`src/rtl/msq_div.sv`:
```
// ----------------------------------------------------------------------------
// msq_div
// pipelined restoring divider, one quotient bit per stage, q = (na << F) / nd
// ----------------------------------------------------------------------------
`default_nettype none

module msq_div #(
  parameter int FRAC_BITS = 16
) (
  input  wire logic                 clk,
  input  wire logic                 en,
  input  wire logic [15:0]          na,
  input  wire logic [16:0]          nd,
  output logic      [FRAC_BITS:0]   q
);

  localparam int QW = FRAC_BITS + 1;

  logic [16:0]   rem [QW];
  logic [16:0]   den [QW];
  logic [QW-1:0] quo [QW];

  for (genvar k = 0; k < QW; k++) begin : g_stage
    logic [17:0]   trial;
    logic [17:0]   diff;
    logic          ge;
    logic [16:0]   den_in;
    logic [QW-1:0] quo_in;

    if (k == 0) begin : g_first
      assign trial  = {2'b00, na};
      assign den_in = nd;
      assign quo_in = '0;
    end else begin : g_rest
      assign trial  = {rem[k-1], 1'b0};
      assign den_in = den[k-1];
      assign quo_in = quo[k-1];
    end

    assign diff = trial - {1'b0, den_in};
    assign ge   = trial >= {1'b0, den_in};

    always_ff @(posedge clk) begin
      if (en) begin
        rem[k] <= ge ? diff[16:0] : trial[16:0];
        den[k] <= den_in;
        quo[k] <= {quo_in[QW-2:0], ge};
      end
    end
  end

  assign q = (den[QW-1] == '0) ? '0 : quo[QW-1];

endmodule

`default_nettype wire

```
`config.mk`:
```
export PLATFORM = sky130hd
export DESIGN_NAME = msq_div
export DESIGN_NICKNAME = d
export VERILOG_FILES = /design/src/rtl/msq_div.sv
export SDC_FILE = /design/constraint.sdc
export NUM_CORES = 1
export LEC_CHECK = 0
export BUFFER_PORTS_ARGS = -buffer_cell sky130_fd_sc_hd__buf_2
export CORE_MARGIN = 2
export CORE_UTILIZATION = 53
export DETAILED_ROUTE_END_ITERATION = 6
export PLACE_DENSITY = 0.76
export SLEW_MARGIN = 25
export SYNTH_ARGS = -nofsm -noshare
export SYNTH_HDL_FRONTEND = slang
export SYNTH_SLANG_ARGS = --single-unit
```
`constraint.sdc`:
```
create_clock -name clk -period 9.6 [get_ports clk]
set_input_delay 1.92 -clock clk [delete_from_list [all_inputs] [get_ports clk]]
set_output_delay 1.92 -clock clk [all_outputs]
set_load 0.02 [all_outputs]
```
==> flow_summary.toml, run 1 <==
[synthesis]
yosysMostFrequentCell = "edfxtp_1"
synth-seq-cells = 714
synthFlopType = "edfxtp_1"
yosysWarnings = 0
yosys.area.top_type_share_pct = 55.18
yosys-top-cells-count = "edfxtp_1 (714), inv_1 (364), ha_1 (287)"
synth_xor_area_share_pct = 4.216
avgSynthCellArea_um2 = 11.82
ys_types = 82
synth_async_sr_flop_share_pct = 0
synth-edff-count = 714
synth_fp_nets = 3624
synthAdderAreaFrac_pct = 10.07
synth-compound-area-share_pct = 13.49
synth.top_cells.by_area = "edfxtp_1 (55%), ha_1 (9.2%), inv_1 (3.5%)"
syn-instance-count = 3286
yosysTopAreaCell = "edfxtp_1"
synth_top_family_by_area = "compound AO/OA/AOI/OAI gates"
yosysSeqAreaShare_pct = 55.18
syn_area_mm2 = 0.03885
yosys.area_share.simple_pct = 8.505
synth.area.mux_share_pct = 4.296

[detailed_routing]
num_vias = 24880
drt-wirelength-per-cell_um = 17.09
drt-initial-drc-count = 1737
wirelength_met1_um = 31840
met2_length_um = 37620
wl_um = 74920
drtAntennaViolNets = 0
drc = 0
dr.pass1.iters = 5
wl_met3_um = 2957
dr.max_layer_used = "met4"
via_per_inst = 5.675

[clock_network]
clk_pin_slew_ps = 60
cts_buffers = 78
clock_path_buffers = 3
clk_latency_ps = 620
cts-root-buf = "clkbuf_16"
clock-sinks = 714
htreeDepth = 3
tritoncts = "done"
ctsResizeCount = 0
cts_hold_buf = 0
cts_setup_buffers = 0

[worst_setup_path]
critPathArrivalTime_ps = 4670
crit_path_frequent_cell = "o31a_1"
crit_start = "nd[1]"
required_ps = 9950
regToRegSetupSlack_ps = 6070
crit_fanout = 18
crit_path_top_delay_cell = "o31ai_1"
setup.worst_path.end_class = "flip-flop"
critPathKind = "input pin to flip-flop"
r2r-end = "rem[0][212]$_DFFE_PP_"
start_kind = "input pin"
r2r_cells = 8
crit_chain = "buf_2, inv_1, ha_1, nor2b_1, o31a_1, o31a_1, o31ai_1, nor2_1, o21bai_1, buf_4, mux2_2"
critPathMaxStageDelay_ps = 690
timing.rr.start = "rem[0][188]$_DFFE_PP_"

[timing]
worstMarginPinSlew_ps = 1046
drv_slew = 0
relSlewSlack_pct = 30.25
max_clock_freq_mhz = 231.5
rsz0062_at_grt = "no"
post-route-period-util_pct = 45.00
hold_viol = 0
setup_tns_ps = 0
setup_violations = 0
hold_slack_ps = 409.4
fin_skew_ps = 24.60
fin_crit_ps = 4320

[min_path]
hp-start = "quo[1][0]$_DFFE_PP_"
hp-class = "flip-flop to flip-flop"
hold_end = "quo[1][18]$_DFFE_PP_"
hold_depth = 0

[placed_design]
place.gp.congestion = 0.8938
dp_hpwl_um = 54560
numPortBuffers = 51

[global_route]
grt_usage_pct = 19.91
antenna_found_initial = 1
grt_max_degree = 191
grt-ovfl-total = 0
first_global_vias = 23860
grt_pass1_wl_um = 120300

[layout]
n_antenna_cell = 0
syn_to_final_growth_pct = 9.648
drive_gt1_share_pct = 9.606
final_nets = 3708

[floorplanning]
ioPinCount = 52
die_width_um = 274.8
die_y_um = 274.8
dieArea_mm2 = 0.07549
initial_core_util_pct = 53.43
rows = 99
core-area_mm2 = 0.07271

[pwr]
power-per-cell-area_mw_per_mm2 = 319.8
p_total_mw = 13.62
leakage_nw = 16.99
vdd_ir_drop_max_uv = 157.9

[flow_run]
drv_cap = 0

[outcome]
status = "finished clean"
cell usage in the layout (no fill, tap or decap), types with 34 or more instances in the layout:
cell       count
a21o_1        62
a21oi_1      249
buf_2         50
clkbuf_16     78
edfxtp_1     714
ha_1         287
inv_1        364
mux2_2       121
nand2_1      197
nand2b_1      48
nand3_1       45
nand4_1       34
nor2_1       173
nor2b_1       52
nor3_1        34
o21a_1        58
o21ai_0      213
xnor2_1      104
xor2_1        83
through the flow:
stage / std cells / utilization, % / worst slack, ps / cell area (µm²)
6_report: 4384 / 58.59 / 5280 / 42600
5_1_grt: 4384 / 58.59 / 5169 / 42600
4_1_cts: 4384 / 58.59 / 5258 / 42600
3_5_place_dp: 4249 / 55.33 / 4771 / 40230
3_3_place_gp: 4249 / 55.33 / 4835 / 40230
2_1_floorplan: 3286 / - / 5235 / 38850
layer usage:
| layer | GRT usage [%] | up-vias |
|---|---|---|
| li1 | - | 12280 |
| met1 | 24.47 | 11870 |
| met2 | 35.69 | 566 |
| met3 | 2.479 | 159 |
| met4 | 7.780 | 0 |
| met5 | 0 | - |
power by group:
group	leakage (nW)	internal, mW	switching, mW
Clock	1.14	1.62	1.18
Combinational	8.87	2.58	3.24
Sequential	6.98	4.56	0.437
Total	17.0	8.77	4.86
registers in the layout, indices dropped and copies added (netlist names):
name and count:
rem 272, den 289, quo 153
how the worst max path moves through the flow:
stage,endpoint,slack (ps),depth (start not counted)
final,rem[0][15]$_DFFE_PP_,5280,11
after global routing,q[16],5170,6
after CTS,q[16],5260,6
after detailed placement,rem[0][14]$_DFFE_PP_,4770,11
after global placement,rem[0][2]$_DFFE_PP_,4840,11
after floorplan,rem[0][10]$_DFFE_PP_,5240,11
worst max-delay path, delay by kind of cell:
kind,cells,cell delay (ps)
and+or+nand+nor,2,240
muxes,1,370
adders and majority gates,1,280
buffers and inverters,3,440
AOI/OAI and AO/OA,4,1420
kinds of logic (layout without fill, tap and decap cells):
| logic type | after synthesis | after routing |
|---|---|---|
| xor gates and xnor gates | 187 | 187 |
| adders and majority gates | 303 | 303 |
| and+or+nand+nor | 680 | 680 |
| AOI/OAI and AO/OA | 827 | 827 |
| buffers and inverters | 428 | 567 |
| muxes | 147 | 147 |
| DFF | 714 | 714 |
final cells by class:
| type | count | area [µm²] |
|---|---|---|
| multi-input cells | 2144 | 15800 |
| clock inverters | 42 | 361.6 |
| flip-flops and latches | 714 | 21440 |
| fillers | 5718 | 30110 |
| clock buffers | 93 | 2008 |
| inverters | 365 | 1370 |
| well taps | 959 | 1200 |
| repair buffers | 67 | 422.9 |
Power figures use the tool's default switching activity.
==> run 2, diff against run 1 <==
==> constraint.sdc (replaced) <==
create_clock -name clk -period 4 [get_ports clk]
set_input_delay 0.8 -clock clk [delete_from_list [all_inputs] [get_ports clk]]
set_output_delay 0.8 -clock clk [all_outputs]
set_load 0.02 [all_outputs]
==> run 2 against run 1 <==
Net effect: sequential cell count stayed put; core utilization is 0.42 points higher; first-iteration DRC count is 2.8% lower; cell count is 0.66% higher; power is 140% higher; final area is 0.71% higher; critical path type is now flip-flop to output port; largest cell class unchanged.
==> flow_summary.toml, run 2 (same netlist as run 1, synthesis figures left out) <==
[worst_setup_path]
r2r-end = "rem[0][259]$_DFFE_PP_"
crit_fanout = 17
timing.rr.start = "rem[0][239]$_DFFE_PP_"
required_ps = 3200
start_kind = "flip-flop"
crit_chain = "nor4_1, nand4_1, nor4_2, buf_4, nor2b_1, buf_2"
setup.worst_path.end_class = "output port"
critPathMaxStageDelay_ps = 450
cp_top_family = "simple AND/OR/NAND/NOR gates"
crit_path_top_delay_cell = "nor4_1"
critPathKind = "flip-flop to output port"
r2r_cells = 9
cp_num_buf_inv = 2
regToRegSetupSlack_ps = 780
critPathArrivalTime_ps = 2550

[timing]
worstMarginPinSlew_ps = 938.3
fin_crit_ps = 3346
setup_violations = 0
setup_slack_ps = 653.9
fin_skew_ps = 13.54
post-route-period-util_pct = 83.65
relSlewSlack_pct = 37.44
drv_slew = 0
hold_viol = 0
max_clock_freq_mhz = 298.9
setup_tns_ps = 0
rsz0062_at_grt = "no"

[min_path]
hp-start = "nd[2]"
hold_end = "den[0][2]$_DFFE_PP_"
hp-class = "input pin to flip-flop"
hold_depth = 1

[layout]
syn_to_final_growth_pct = 10.43
n_fill_cell = 5736
final_nets = 3735
largest_register = "den"
largestRegisters = "den (289), rem (272), quo (153)"
final_cell_mix = "edfxtp_1 (714), inv_1 (364), ha_1 (287), a21oi_1 (249), o21ai_0 (213)"
largest_reg_flops = 289
drive_gt1_share_pct = 10.54
regArea_mm2 = 0.02144
multi_input_area_mm2 = 0.01580
final_common_cell = "edfxtp_1"
n_antenna_cell = 0

[clock_network]
ctsResizeCount = 0
cts_hold_buf = 0
clk_pin_slew_ps = 60
clk_latency_ps = 610
cts-root-buf = "clkbuf_16"
cts_setup_buffers = 0
htreeDepth = 3
clock_path_buffers = 3
cts_buffers = 75
clock-sinks = 714
tritoncts = "done"

[placed_design]
numPortBuffers = 51
place.gp.congestion = 0.9130
dp_hpwl_um = 55630
place_ws_ps = 569.7

[global_route]
grt_usage_pct = 20.07
grt_max_degree = 91
antenna_found_initial = 0
grt-ovfl-total = 0
grt_pass1_wl_um = 121900
first_global_vias = 24410

[floorplanning]
initial_core_util_pct = 53.43
dieArea_mm2 = 0.07549
die_width_um = 274.8
core-area_mm2 = 0.07271
die_y_um = 274.8
rows = 99
ioPinCount = 52

[pwr]
leakage_nw = 17.18
power-per-cell-area_mw_per_mm2 = 761.7
vdd_ir_drop_max_uv = 420.9

[outcome]
status = "finished clean"

[detailed_routing]
dr.pass1.iters = 6
via_per_inst = 5.627
drt-initial-drc-count = 1688
drtAntennaViolNets = 0
num_vias = 24830
drc = 0
drt-wirelength-per-cell_um = 16.96
wl_um = 74830

[flow_run]
drv_cap = 0
[run 2: changes by cell type in the layout (fill, tap and decap cells not counted), moves of 2 or more]
| cell | change |
|---|---|
| buf_4 | +23 |
| clkinv_4 | +3 |
| clkinv_1 | -2 |
| clkinv_2 | +5 |
| buf_12 | +7 |
| clkinvlp_4 | -2 |
| clkbuf_1 | -4 |
[run 2: per-layer routing]
| layer | track usage (%) | up-vias | routed length (µm) |
|---|---|---|---|
| met5 | 0 | - | 0 |
| met3 | 2.531 | 124 | 2520 |
| met4 | 6.822 | 0 | 2021 |
| met1 | 23.97 | 11900 | 31470 |
| met2 | 37.21 | 459 | 38820 |
| li1 | - | 12350 | - |
[run 2: how the worst max path moves through the flow]
stage	startpoint	endpoint	slack [ps]	cells after the start
2_1_floorplan	nd[1]	rem[0][10]$_DFFE_PP_	760	11
6_report	den[2][1]$_DFFE_PP_	q[15]	650	6
3_5_place_dp	nd[1]	rem[0][8]$_DFFE_PP_	570	12
3_3_place_gp	nd[1]	rem[0][2]$_DFFE_PP_	570	12
5_1_grt	den[2][1]$_DFFE_PP_	q[10]	420	6
4_1_cts	den[2][1]$_DFFE_PP_	q[7]	570	6
[run 2: power breakdown]
group          total (mW)  switching [mW]  leakage [nW]  internal (mW)
clock                6.68            2.77          1.15           3.91
combinational        14.0            7.69          9.05           6.30
sequential           12.0            1.07          6.98           10.9
[run 2: area by class of cell]
type	count	share of cell area [%]
Sequential cell	714	49.97
Tap cell	959	2.797
Clock buffer	88	4.587
Inverter	365	3.193
Clock inverter	46	0.9157
Timing Repair Buffer	97	1.715
Multi-Input combinational cell	2144	36.82
[run 2: worst register-to-register path, cell delays in order (launching register included)]
cell and delay, ps:
edfxtp_1 400, ha_1 380, nor2b_1 170, o31a_1 270, nor3_1 150, o21ai_1 90
buf_4 170, a211oi_2 610, buf_4 370, mux2_1 350
[run 2: metrics by stage]
step           util (%)  power (mW)  cell area (µm²)  hold slack, ps  std cells
2_1_floorplan         -       22.57            38850           400.3       3286
3_3_place_gp      55.76       25.64            40540           400.5       4279
3_5_place_dp      55.76       25.94            40540           404.5       4279
4_1_cts           59.01       32.79            42900           349.4       4413
5_1_grt           59.01       34.96            42900           365.0       4413
6_report          59.01       32.68            42900           381.8       4413
==> run 3, diff against run 2 <==
--- a/config.mk
+++ b/config.mk
@@ -5,11 +5,12 @@
 export SDC_FILE = /design/constraint.sdc
 export NUM_CORES = 1
 export LEC_CHECK = 0
+export ABC_AREA = 1
 export BUFFER_PORTS_ARGS = -buffer_cell sky130_fd_sc_hd__buf_2
 export CORE_MARGIN = 2
 export CORE_UTILIZATION = 53
 export DETAILED_ROUTE_END_ITERATION = 6
-export PLACE_DENSITY = 0.76
+export PLACE_DENSITY = 0.78
 export SLEW_MARGIN = 25
 export SYNTH_ARGS = -nofsm -noshare
 export SYNTH_HDL_FRONTEND = slang
==> constraint.sdc (replaced) <==
create_clock -name clk -period 2.8 [get_ports clk]
set_input_delay 0.56 -clock clk [delete_from_list [all_inputs] [get_ports clk]]
set_output_delay 0.56 -clock clk [all_outputs]
set_load 0.02 [all_outputs]
==> run 3 against run 2 <==
Net effect: non-clock buffer count shrank 19; synthesized cell count grew 62%; final area grew 13%; critical endpoint is now q[7].
==> flow_summary.toml, run 3 <==
[outcome]
status = "finished clean"

[floorplanning]
die_y_um = 291.6
dieArea_mm2 = 0.08505
initial_core_util_pct = 53.48
core-area_mm2 = 0.08198
die_width_um = 291.6
ioPinCount = 52
rows = 105

[detailed_routing]
num_vias = 33390
drtAntennaViolNets = 0
drt-initial-drc-count = 2834
dr.max_layer_used = "met4"
drt-wirelength-per-cell_um = 14.94
met2_length_um = 45290
drc = 0
wirelength_met1_um = 44800
via_per_inst = 5.063
wl_met3_um = 5583
wl_um = 98550
dr.pass1.iters = 6

[synthesis]
yosysMostFrequentCell = "nand2_1"
avgSynthCellArea_um2 = 8.215
syn_area_mm2 = 0.04385
synth_async_sr_flop_share_pct = 0
synth_fp_nets = 5675
ys_types = 36
yosysSeqAreaShare_pct = 48.90
yosys.area.top_type_share_pct = 48.90
yosys-top-cells-count = "nand2_1 (2103), inv_1 (1050), edfxtp_1 (714)"
synth-seq-cells = 714
synthFlopType = "edfxtp_1"
synth-edff-count = 714
syn-instance-count = 5337
synth.top_cells.by_area = "edfxtp_1 (49%), nand2_1 (18%), inv_1 (9.0%)"
yosysTopAreaCell = "edfxtp_1"
yosysWarnings = 0

[flow_run]
drv_cap = 0

[pwr]
leakage_nw = 24.65
seqPwrFrac_pct = 34.1
p_comb_share_pct = 43.2
power-per-cell-area_mw_per_mm2 = 1024
swShare_pct = 40.25
clockPowerShare_pct = 22.7
vdd_ir_drop_max_uv = 538.9
p_sw_mw = 19.91
internal_power_mw = 29.55

[clock_network]
clock_path_buffers = 3
tritoncts = "done"
clk_pin_slew_ps = 60
clk_latency_ps = 640
cts-root-buf = "clkbuf_16"
clock-sinks = 714
htreeDepth = 3
cts_buffers = 79
cts_setup_buffers = 0

[timing]
drv_slew = 0
rsz0062_at_grt = "no"
worstMarginPinSlew_ps = 560.6
fin_crit_ps = 2710
setup_violations = 0
fin_skew_ps = 22.27
setup_tns_ps = 0
max_clock_freq_mhz = 369.0
hold_viol = 0
hold_slack_ps = 117.8
relSlewSlack_pct = 62.34
post-route-period-util_pct = 96.78

[worst_setup_path]
setup.worst_path.end_class = "output port"
crit_chain = "nor4_4, nand4_1, buf_6, nand2_1, inv_1, buf_2"
start_kind = "flip-flop"
crit_fanout = 13
critPathArrivalTime_ps = 2150
critPathMaxStageDelay_ps = 410
critPathKind = "flip-flop to output port"
crit_path_top_delay_cell = "edfxtp_1"
cp_top_family = "simple AND/OR/NAND/NOR gates"
cp_num_buf_inv = 3
required_ps = 2240

[global_route]
grt_usage_pct = 23.14
first_global_vias = 31380
antenna_found_initial = 1
grt-ovfl-total = 0
grt_max_degree = 90
grt_pass1_wl_um = 159500

[placed_design]
numPortBuffers = 51
dp_hpwl_um = 74820
place.gp.congestion = 0.9065

[layout]
largest_reg_flops = 289
drive_gt1_share_pct = 5.973
final_common_cell = "nand2_1"
final_cell_mix = "nand2_1 (2103), inv_1 (1050), edfxtp_1 (714), nand3_1 (289), ha_1 (287)"
final_nets = 5800
syn_to_final_growth_pct = 10.14
n_antenna_cell = 0
n_fill_cell = 6998
largest_register = "den"
largestRegisters = "den (289), rem (272), quo (153)"

[min_path]
hp-class = "input pin to flip-flop"
[run 3: cell count changes after synthesis, moves of 57 or more]
cell,before,now
nor2_1,173,246
o21ai_0,213,17
inv_1,364,1050
nand2_1,197,2103
nand3_1,45,289
xnor2_1,104,26
nand3b_1,4,84
a21oi_1,249,150
mux2_2,121,0
o21a_1,58,1
a21o_1,62,0
[run 3: final timing paths]
| check | start | to | slack [ps] | cells after the start |
|---|---|---|---|---|
| worst max-delay path | den[2][12]$_DFFE_PP_ | q[7] | 90 | 6 |
| worst min-delay path | nd[11] | den[0][11]$_DFFE_PP_ | 120 | 1 |
| worst max register to register | rem[0][236]$_DFFE_PP_ | rem[0][247]$_DFFE_PP_ | 260 | 10 |
| worst min register to register | quo[1][131]$_DFFE_PP_ | quo[2][13]$_DFFE_PP_ | 400 | 0 |
[run 3: what timing repair did]
item                       4_1_cts  5_1_grt
pin swaps                        0        2
hold buffers                     0        0
resized for setup                3        1
cloned                           0        0
setup endpoints to repair       13        2
[run 3: kinds of logic after synthesis]
family / Yosys count / share of synthesized area, %
buffers and inverters: 1102 / 9.999
AND/OR/NAND/NOR: 2951 / 28.29
AO/OA/AOI/OAI: 170 / 1.958
flip-flops: 714 / 48.90
adder cells (fa/ha/maj): 303 / 8.920
XOR/XNOR: 97 / 1.938
[run 3: metal layers]
metal / vias to the layer above / GRT usage, %
met3: 202 / 3.144
met5: - / 0
met1: 15230 / 32.27
met4: 0 / 7.040
li1: 17010 / -
met2: 945 / 37.68
[run 3: final cells by class]
| type | instances | area [µm²] | area share [%] |
|---|---|---|---|
| Timing Repair Buffer | 78 | 634.4 | 1.314 |
| Multi-Input combinational cell | 3521 | 18040 | 37.36 |
| Clock inverter | 50 | 728.2 | 1.508 |
| Sequential cell | 714 | 21440 | 44.40 |
| Tap cell | 1070 | 1339 | 2.772 |
| Inverter | 1068 | 4034 | 8.353 |
| Clock buffer | 94 | 2076 | 4.298 |
[run 3: worst register-to-register path: stages, from the launching register on]
cell and delay, ps:
edfxtp_1 420, ha_1 320, inv_1 60, nor2_1 370, nand3_1 280, nor2_1 170, nor2_1 90, nand2_4 230
inv_4 180, nand2_1 100, nand2_1 70
[run 3: power groups by stage]
stage / clock network [mW] / logic [mW] / registers (mW)
after floorplan: 0 / 16.6 / 16.3
final: 11.2 / 21.4 / 16.9
after detailed placement: 0 / 20.9 / 17.1
after global placement: 0 / 20.4 / 17.0
after CTS: 11.4 / 21.1 / 16.9
after global routing: 11.8 / 24.5 / 17.0
[run 3: through the flow]
step           total power [mW]  instances  setup WS [ps]  cell area [µm²]  utilization (%)
6_report                  49.46       6595          90.29            48290            58.91
5_1_grt                   53.33       6595         0.8715            48290            58.91
4_1_cts                   49.39       6595          9.306            48290            58.90
3_5_place_dp              37.97       6451          408.7            45460            55.46
3_3_place_gp              37.42       6451          446.9            45460            55.46
2_1_floorplan             32.91       5337          701.2            43850                -
